**src/sfsn_pkg.sv**
```systemverilog
// shared types, constants and helpers for the score filter / sort / nms block
// used by sfsn_ctrl, sfsn_dp and score_filter_sort_nms
package sfsn_pkg;

	localparam int MAX_BOXES    = 64;
	localparam int IDX_W        = $clog2(MAX_BOXES);
	localparam int CNT_W        = $clog2(MAX_BOXES + 1);
	localparam int RESULT_LIMIT = 64;
	localparam int EMIT_W       = $clog2(RESULT_LIMIT + 1);

	localparam logic [15:0] SCORE_THR_RST   = 16'd45875;
	localparam logic [15:0] OVERLAP_THR_RST = 16'd19661;

	localparam logic REG_SCORE_THR   = 1'b0;
	localparam logic REG_OVERLAP_THR = 1'b1;

	typedef enum logic [1:0] {
		RD_PREV = 2'd0,
		RD_TAIL = 2'd1,
		RD_I    = 2'd2,
		RD_J    = 2'd3
	} rd_sel_t;

	typedef struct packed {
		logic    load_new;
		logic    ins_begin;
		logic    idx_dec;
		logic    wr_new;
		logic    wr_move;
		logic    rd_en;
		rd_sel_t rd_sel;
		logic    i_clr;
		logic    i_inc;
		logic    load_a;
		logic    j_init;
		logic    j_inc;
		logic    mark;
		logic    emit;
		logic    em_end;
	} cmd_t;

	typedef struct packed {
		logic keep;
		logic full;
		logic idx_zero;
		logic rd_ge;
		logic nb_last;
		logic i_end;
		logic i_supp;
		logic j_end;
		logic j_supp;
		logic em_full;
	} stat_t;

	function automatic logic [15:0] span16(input logic [15:0] lo, input logic [15:0] hi);
		span16 = (hi > lo) ? (hi - lo) : 16'd0;
	endfunction

	function automatic logic [15:0] max16(input logic [15:0] a, input logic [15:0] b);
		max16 = (a > b) ? a : b;
	endfunction

	function automatic logic [15:0] min16(input logic [15:0] a, input logic [15:0] b);
		min16 = (a < b) ? a : b;
	endfunction

endpackage

```
**src/sfsn_ctrl.sv**
```systemverilog
// controller state machine: insertion, suppression pass and result emission
// depends on sfsn_pkg
module sfsn_ctrl (
	input  logic           clk,
	input  logic           arst_n,
	input  logic           start,
	output logic           busy,
	input  sfsn_pkg::stat_t stat,
	output sfsn_pkg::cmd_t  cmd
);

	typedef enum logic [17:0] {
		S_IDLE    = 18'h00001,
		S_START   = 18'h00002,
		S_FULLCMP = 18'h00004,
		S_INSRD   = 18'h00008,
		S_INSCMP  = 18'h00010,
		S_FIN     = 18'h00020,
		S_NMSI    = 18'h00040,
		S_NMSLD   = 18'h00080,
		S_NMSAR   = 18'h00100,
		S_NMSJ    = 18'h00200,
		S_PS      = 18'h00400,
		S_PM      = 18'h00800,
		S_PU      = 18'h01000,
		S_PC      = 18'h02000,
		S_PD      = 18'h04000,
		S_EMI     = 18'h08000,
		S_EMTK    = 18'h10000,
		S_EMEND   = 18'h20000
	} state_t;

	state_t state_q, state_d;

	assign busy = (state_q != S_IDLE);

	always_comb begin
		state_d = state_q;
		cmd = '0;
		cmd.rd_sel = sfsn_pkg::RD_I;
		case (state_q)
			S_IDLE: begin
				if (start) begin
					cmd.load_new = 1'b1;
					state_d = S_START;
				end
			end
			S_START: begin
				if (!stat.keep) begin
					state_d = S_FIN;
				end else begin
					cmd.ins_begin = 1'b1;
					cmd.rd_en = 1'b1;
					cmd.rd_sel = sfsn_pkg::RD_TAIL;
					state_d = stat.full ? S_FULLCMP : S_INSRD;
				end
			end
			S_FULLCMP: begin
				state_d = stat.rd_ge ? S_FIN : S_INSRD;
			end
			S_INSRD: begin
				if (stat.idx_zero) begin
					cmd.wr_new = 1'b1;
					state_d = S_FIN;
				end else begin
					cmd.rd_en = 1'b1;
					cmd.rd_sel = sfsn_pkg::RD_PREV;
					state_d = S_INSCMP;
				end
			end
			S_INSCMP: begin
				if (stat.rd_ge) begin
					cmd.wr_new = 1'b1;
					state_d = S_FIN;
				end else begin
					cmd.wr_move = 1'b1;
					cmd.idx_dec = 1'b1;
					state_d = S_INSRD;
				end
			end
			S_FIN: begin
				if (stat.nb_last) begin
					cmd.i_clr = 1'b1;
					state_d = S_NMSI;
				end else begin
					state_d = S_IDLE;
				end
			end
			S_NMSI: begin
				if (stat.i_end) begin
					cmd.i_clr = 1'b1;
					state_d = S_EMI;
				end else if (stat.i_supp) begin
					cmd.i_inc = 1'b1;
				end else begin
					cmd.rd_en = 1'b1;
					cmd.rd_sel = sfsn_pkg::RD_I;
					state_d = S_NMSLD;
				end
			end
			S_NMSLD: begin
				cmd.load_a = 1'b1;
				cmd.j_init = 1'b1;
				state_d = S_NMSAR;
			end
			S_NMSAR: state_d = S_NMSJ;
			S_NMSJ: begin
				if (stat.j_end) begin
					cmd.i_inc = 1'b1;
					state_d = S_NMSI;
				end else if (stat.j_supp) begin
					cmd.j_inc = 1'b1;
				end else begin
					cmd.rd_en = 1'b1;
					cmd.rd_sel = sfsn_pkg::RD_J;
					state_d = S_PS;
				end
			end
			S_PS: state_d = S_PM;
			S_PM: state_d = S_PU;
			S_PU: state_d = S_PC;
			S_PC: state_d = S_PD;
			S_PD: begin
				cmd.mark = 1'b1;
				cmd.j_inc = 1'b1;
				state_d = S_NMSJ;
			end
			S_EMI: begin
				if (stat.i_end || stat.em_full) begin
					state_d = S_EMEND;
				end else if (stat.i_supp) begin
					cmd.i_inc = 1'b1;
				end else begin
					cmd.rd_en = 1'b1;
					cmd.rd_sel = sfsn_pkg::RD_I;
					state_d = S_EMTK;
				end
			end
			S_EMTK: begin
				cmd.emit = 1'b1;
				cmd.i_inc = 1'b1;
				state_d = S_EMI;
			end
			S_EMEND: begin
				cmd.em_end = 1'b1;
				state_d = S_IDLE;
			end
			default: state_d = S_IDLE;
		endcase
	end

	always_ff @(posedge clk or negedge arst_n) begin
		if (!arst_n) state_q <= S_IDLE;
		else         state_q <= state_d;
	end

	a_onehot: assert property (@(posedge clk) disable iff (!arst_n) $onehot(state_q))
		else $error("state not one-hot");
	a_no_write_in_nms: assert property (@(posedge clk) disable iff (!arst_n)
		(cmd.wr_new || cmd.wr_move) |-> (state_q == S_INSRD || state_q == S_INSCMP))
		else $error("store write outside insertion");
	a_accept_loads: assert property (@(posedge clk) disable iff (!arst_n)
		(start && !busy) |=> (state_q == S_START))
		else $error("accepted request not taken");

endmodule

```
**config.mk**
```make
export PLATFORM = sky130hd
export DESIGN_NAME = sfsn_ctrl
export DESIGN_NICKNAME = d
export VERILOG_FILES = /design/src/sfsn_pkg.sv /design/src/sfsn_ctrl.sv
export SDC_FILE = /design/constraint.sdc
export NUM_CORES = 1
export LEC_CHECK = 0
export BUFFER_PORTS_ARGS = -buffer_cell sky130_fd_sc_hd__buf_2
export CAP_MARGIN = 5
export CORE_UTILIZATION = 55
export CTS_BUF_LIST = sky130_fd_sc_hd__clkbuf_4 sky130_fd_sc_hd__clkbuf_8
export DETAILED_ROUTE_END_ITERATION = 8
export GPL_TIMING_DRIVEN = 0
export PLACE_DENSITY = 0.87
export SLEW_MARGIN = 25
export SYNTH_ARGS = -nofsm -noshare
export SYNTH_HDL_FRONTEND = slang
export SYNTH_SLANG_ARGS = --single-unit
export TNS_END_PERCENT = 50
```
**constraint.sdc**
```tcl
create_clock -name clk -period 2.5 [get_ports clk]
set_input_delay 0.125 -clock clk [delete_from_list [all_inputs] [get_ports clk]]
set_output_delay 0.125 -clock clk [all_outputs]
set_load 0.02 [all_outputs]
```
==> flow_summary.toml, run 1 <==
[detailed_routing]
drtIter0Drc = 90
drc_errors = 0
drt-met1-wl_um = 1300
vias = 1261
viasPerCell = 6.15
finalWirelength_um = 3220
wl_per_cell_um = 15.7
top_layer_used = "met4"
wl_met3_um = 240
met2_length_um = 1590
first_pass_iters = 4
ant_nets = 0

[logic_synthesis]
syn_area_per_cell_um2 = 8.89
syn-cell-area_um2 = 1240
synth_edf_count = 0
synth_nets = 152
ys.flop_type = "dfrtp_1"
ys_types = 51
synth-seq-area-share = 0.365
yosys_warnings = 0
synth-seq-cells = 18
async_flop_share = 1.00
syn_inst = 139

[finish]
regArea_um2 = 452
nets = 192
largest_reg_flops = 18
final_layout_size_suffix_gt1_frac = 0.393
reg_top3 = "state_q x18"
fin_area_um2 = 1530
area_delta_synth_final_pct = 23.7
finalNonFillerCells = 205
top_register = "state_q"
multi_input_area_um2 = 747
antenna_cells = 0
fillCellCount = 151

[global_route]
antenna_found_initial = 0
grt_pass1_wl_um = 5090
grt_pass1_vias = 1100
grt_max_degree = 19
grt_use_total = 0.273
grt_overflow_total = 0

[floorplan]
rows = 16
die_height_um = 49.4
core-area_um2 = 2040
die_area_um2 = 2440
start_util = 0.605
die_w_um = 49.4
pin_count = 30

[sta]
fin_setup_tns_ns = 0
period_share = 0.982
maxSlewHeadroom = 0.603
finalClockSkew_ns = 0.00154
final-setup-viol-count = 0
max_freq_ghz = 0.407
tightest_slew_ns = 0.587
slew_viol_final = 0
hold_viol = 0
hold_ws_ns = 0.0214
min_period_ns = 2.46

[hold_path]
hold_start = "stat[0]"
holdPathStages = 2
hold_class = "input port to flip-flop"
worstHoldEndpoint = "state_q[16]"

[clock_network]
cts-root-buf = "clkbuf_4"
cts_tree = "yes"
clock_path_buffers = 2
cts.clk_slew.worst_paths_ns = 0.11
clock_latency_ns = 0.29
numCtsBuffers = 3
htree_levels = 1
cts_sinks = 18

[worst_setup_path]
slowest_delay_ns = 0.45
timing.rr.start = "state_q[14]"
critPathRequiredTime_ns = 2.38
cp_data_arrival_time_ns = 2.33
path_class = "flip-flop to output port"
timing.critical_path.fanout_max = 5
slowest_stage = "dfrtp_1"
cp-end-kind = "output port"
r2r_end = "state_q[5]"
worst-path-buf-inv = 2
reg2reg_slack_ns = 0.37
path_delay_family = "simple AND/OR/NAND/NOR gates"
start_kind = "flip-flop"
r2r_cells = 6
worstPathCellList = "nor4_4 -> buf_4 -> and4_4 -> and2_4 -> and3b_1 -> or2_1 -> or3_1 -> buf_2"

[flow_run]
drv_cap = 0

[placed_design]
placed_cells = 195
io_buffers = 29
place_area_um2 = 1420
gp_congestion = 0.919
hpwl_um = 2300

[status]
status = "completed"

[pwr]
power.density_nw_per_um2 = 678
peakVddDrop_v = 0.000405
power_leakage_uw = 0.000754
==> through the flow <==
stage	utilization	total power [uW]	setup WS, ns
after floorplan	-	702	0.278
after global placement	0.696	799	0.421
after detailed placement	0.696	813	0.338
after CTS	0.725	1000	0.0356
after global routing	0.749	1100	-0.0368
final	0.749	1040	0.0449
==> report_power, final <==
part / total, uW / internal (uW) / switching [uW]
registers: 347 / 319 / 28.2
logic: 507 / 217 / 291
clock network: 181 / 88.6 / 92.8
==> repair_timing <==
item / in CTS / in global routing
hold buffers: 1 / 0
gates resized for setup: 1 / 3
cloned: 0 / 0
setup buffers: 1 / 4
pin swaps: 1 / 1
endpoints found under the setup margin: 2 / 4
hold endpoints to repair: 17 / 0
==> area by class of cell <==
cell class / count / share of cell area
multi-input combinational: 106 / 0.489
sequential: 18 / 0.295
inverter: 10 / 0.0245
tap: 27 / 0.0221
clock buffer: 4 / 0.0237
buffer: 5 / 0.0196
timing repair buffer: 35 / 0.126
==> logic make-up after synthesis <==
family,share of synthesized area
xor gates and xnor gates,0.0142
buffers and inverters,0.0547
and+or+nand+nor,0.430
DFF,0.365
AOI/OAI and AO/OA,0.136
==> cell usage after synthesis (3+ instances only) <==
cell type,number,area share
a21oi_1,4,0.016
buf_2,3,0.012
dfrtp_1,17,0.34
inv_1,10,0.030
nand2_1,7,0.021
nand3_1,4,0.016
nand4_1,3,0.015
nor2_1,22,0.067
nor2b_1,3,0.015
nor4_1,9,0.046
o21ai_0,5,0.020
or3_1,3,0.015
==> layout by cell type (no fill, tap or decap), types with 2 or more instances in the layout <==
| cell type | instances |
|---|---|
| buf_2 | 32 |
| nor2_1 | 21 |
| dfrtp_1 | 17 |
| inv_1 | 10 |
| nand2_1 | 7 |
| buf_4 | 7 |
| nor4_1 | 6 |
| o21ai_0 | 5 |
| a21oi_1 | 4 |
| nand3_1 | 4 |
| nor4_4 | 3 |
| nand4_1 | 3 |
| nor2b_1 | 3 |
| or3_1 | 3 |
| clkbuf_4 | 3 |
| nor4_2 | 2 |
| and2b_2 | 2 |
| nand2_2 | 2 |
| or3_4 | 2 |
| nor2_2 | 2 |
| nor4b_2 | 2 |
| o22ai_1 | 2 |
| a31o_2 | 2 |
| a221o_1 | 2 |
| nor3b_2 | 2 |
==> worst max path at each step <==
stage,from,cells after the start,endpoint
after floorplan,state_q[14],5,cmd[10]
after global placement,state_q[15],7,cmd[10]
after detailed placement,state_q[11],6,cmd[7]
after CTS,state_q[15],7,cmd[10]
after global routing,state_q[14],8,cmd[10]
final,state_q[14],8,cmd[10]
==> layer usage <==
| metal | vias to the layer above | GRT usage |
|---|---|---|
| li1 | 590 | - |
| met1 | 584 | 0.348 |
| met2 | 73 | 0.457 |
| met3 | 14 | 0.0561 |
| met4 | 0 | 0.0952 |
| met5 | - | 0 |
(Power assumes the default switching activity.)
==> inputs of run 2 (changes only) <==
--- a/config.mk
+++ b/config.mk
@@ -5,9 +5,10 @@
 export SDC_FILE = /design/constraint.sdc
 export NUM_CORES = 1
 export LEC_CHECK = 0
+export ABC_AREA = 1
 export BUFFER_PORTS_ARGS = -buffer_cell sky130_fd_sc_hd__buf_2
 export CAP_MARGIN = 5
-export CORE_UTILIZATION = 55
+export CORE_UTILIZATION = 56
 export CTS_BUF_LIST = sky130_fd_sc_hd__clkbuf_4 sky130_fd_sc_hd__clkbuf_8
 export DETAILED_ROUTE_END_ITERATION = 8
 export GPL_TIMING_DRIVEN = 0
==> run 2 against run 1 <==
Critical path depth is 2 higher; clock skew is 0.0029 ns higher; clock power is 10% lower; combinational power is 27% higher; via count is 5.6% higher; worst hold slack worse by 0.016 ns; largest power group unchanged; highest routed layer unchanged.
==> flow_summary.toml, run 2 <==
[detailed_routing]
vias = 1332
drtIter0Drc = 33
finalWirelength_um = 2950
ant_nets = 0
wl_per_cell_um = 11.5
first_pass_iters = 4
drc_errors = 0
viasPerCell = 5.18

[placed_design]
gp_congestion = 0.883
place_area_um2 = 1560
hpwl_um = 2470
io_buffers = 29

[pwr]
power_leakage_uw = 0.000922
p_sw_frac = 0.480
internal_power_uw = 606
peakVddDrop_v = 0.000656
p_comb_frac = 0.553
p_switching_uw = 558
power.density_nw_per_um2 = 729
power_uw = 1160
seq_power_share = 0.308
clkPwrFrac = 0.139

[sta]
grt_setup_unrepaired = "no"
slew_viol_final = 0
fin_setup_tns_ns = 0
min_period_ns = 2.03
hold_viol = 0
max_freq_ghz = 0.492
hold_ws_ns = 0.00550
maxSlewHeadroom = 0.727
final-setup-viol-count = 0
finalClockSkew_ns = 0.00448
period_share = 0.813
tightest_slew_ns = 0.409

[floorplan]
core-area_um2 = 2250
pin_count = 30
die_w_um = 51.6
start_util = 0.610
die_height_um = 51.6
rows = 17
die_area_um2 = 2660

[finish]
top_register = "state_q"
nets = 243
area_delta_synth_final_pct = 16.0
final_layout_size_suffix_gt1_frac = 0.319
reg_top3 = "state_q x18"
fin_area_um2 = 1600
final_cell_mix = "nor2_1 (38), nand2_1 (32), buf_2 (29)"
fillCellCount = 201
mostFrequentLayoutCell = "nor2_1"
largest_reg_flops = 18
antenna_cells = 0

[worst_setup_path]
critPathRequiredTime_ns = 2.38
path_class = "flip-flop to output port"
cp-end-kind = "output port"
timing.critical_path.fanout_max = 5
cp_data_arrival_time_ns = 1.91
start_kind = "flip-flop"

[global_route]
grt_pass1_wl_um = 5010
antenna_found_initial = 0
grt_use_total = 0.259
grt_overflow_total = 0
grt_pass1_vias = 1152
grt_max_degree = 19

[flow_run]
drv_cap = 0

[clock_network]
clock_latency_ns = 0.30
cts_tree = "yes"
numCtsBuffers = 3
cts.clk_slew.worst_paths_ns = 0.10
cts-root-buf = "clkbuf_4"
post-cts-setup-buffers = 0
htree_levels = 1
cts_sinks = 18
clock_path_buffers = 2

[logic_synthesis]
synth_top_area_frac = 0.309
yosys_warnings = 0
async_flop_share = 1.00
synth_top_cell_by_area = "dfrtp_1"
synth.top_cells.by_count = "nor2_1 (38), nand2_1 (32), inv_1 (28)"
synth_edf_count = 0
syn-cell-area_um2 = 1380
ys.flop_type = "dfrtp_1"
synth_nets = 208
syn_area_per_cell_um2 = 7.06
synthTopCellsByArea = "dfrtp_1 (31%), nor2_1 (10%), nand2_1 (8.7%)"
synth-seq-cells = 18
ys_types = 29
yosysMostFrequentCell = "nor2_1"
synth-seq-area-share = 0.328
syn_inst = 195

[status]
status = "completed"

[hold_path]
hold_class = "input port to flip-flop"
## run 2: cell types whose count changed after synthesis, moves of 7 or more
cell | previous run | this run
nor2_1 | 22 | 38
nand2_1 | 7 | 32
inv_1 | 10 | 28
nor2_4 | 0 | 7
nand3_1 | 4 | 20
nand2_2 | 2 | 9
nor2_2 | 1 | 8
nor4_1 | 9 | 0
## run 2: stage by stage
step                worst slack [ns]   util  instances
floorplan                      0.891      -        195
finish                         0.467  0.708        257
global placement               0.809  0.690        252
global route                   0.301  0.708        257
detailed placement             0.786  0.690        252
CTS                            0.442  0.708        257
## run 2: path summary, 6_finish.rpt
kind                       slack [ns]  depth (start not counted)          end         from
max in group asynchronous        1.90                          2   state_q[0]       arst_n
max                              0.47                         10      cmd[10]   state_q[9]
min                             0.005                          2  state_q[10]      stat[1]
max reg2reg                      0.80                         10   state_q[9]  state_q[16]
min in group asynchronous        0.28                          2   state_q[7]       arst_n
min reg2reg                      0.57                          2  state_q[15]  state_q[15]
## run 2: what timing repair did
| action | 4_1_cts | 5_1_grt |
|---|---|---|
| hold buffers | 1 | 0 |
| endpoints found under the setup margin | 0 | 0 |
| hold endpoints to repair | 17 | 0 |
| resized for setup | 0 | 0 |
## run 2: cell families (layout without fill, tap and decap cells)
group,count (synthesis),count (layout),share of synthesized area
buffers and inverters,33,67,0.0964
AO/OA/AOI/OAI,9,9,0.0373
AND/OR/NAND/NOR,135,135,0.538
flip-flops,18,18,0.328
## run 2: power by group through the flow
| stage | combinational [uW] | clock, uW | sequential, uW |
|---|---|---|---|
| floorplan | 500 | 0 | 359 |
| global placement | 633 | 0 | 363 |
| detailed placement | 641 | 0 | 364 |
| CTS | 643 | 165 | 358 |
| global route | 704 | 174 | 365 |
| finish | 644 | 162 | 358 |
## run 2: routing by layer
layer | wire, um | vias to the layer above | track usage | share of wire
li1 | - | 680 | - | -
met1 | 1380 | 604 | 0.361 | 0.47
met2 | 1380 | 41 | 0.411 | 0.47
met3 | 136 | 7 | 0.0263 | 0.046
met4 | 60 | 0 | 0.108 | 0.020
met5 | 0 | - | 0 | 0
## run 2: area by class of cell
class                      instances  area [um2]  share of cell area
multi-input combinational        144         792               0.496
sequential                        18         452               0.283
timing repair buffer              30         155              0.0972
inverter                          31         118              0.0737
tap                               28        35.0              0.0219
clock buffer                       4        30.0              0.0188
buffer                             2        15.0             0.00940
## run 2: worst max-delay path: stages (launching register included)
cell and delay [ns]:
dfrtp_1 0.42, nor2_1 0.20, nand2_2 0.12, clkinv_2 0.11, nand2_2 0.10, nor2_4 0.14
nand2_1 0.06, nor2_1 0.15, a21oi_1 0.08, nand2_1 0.07, buf_2 0.16
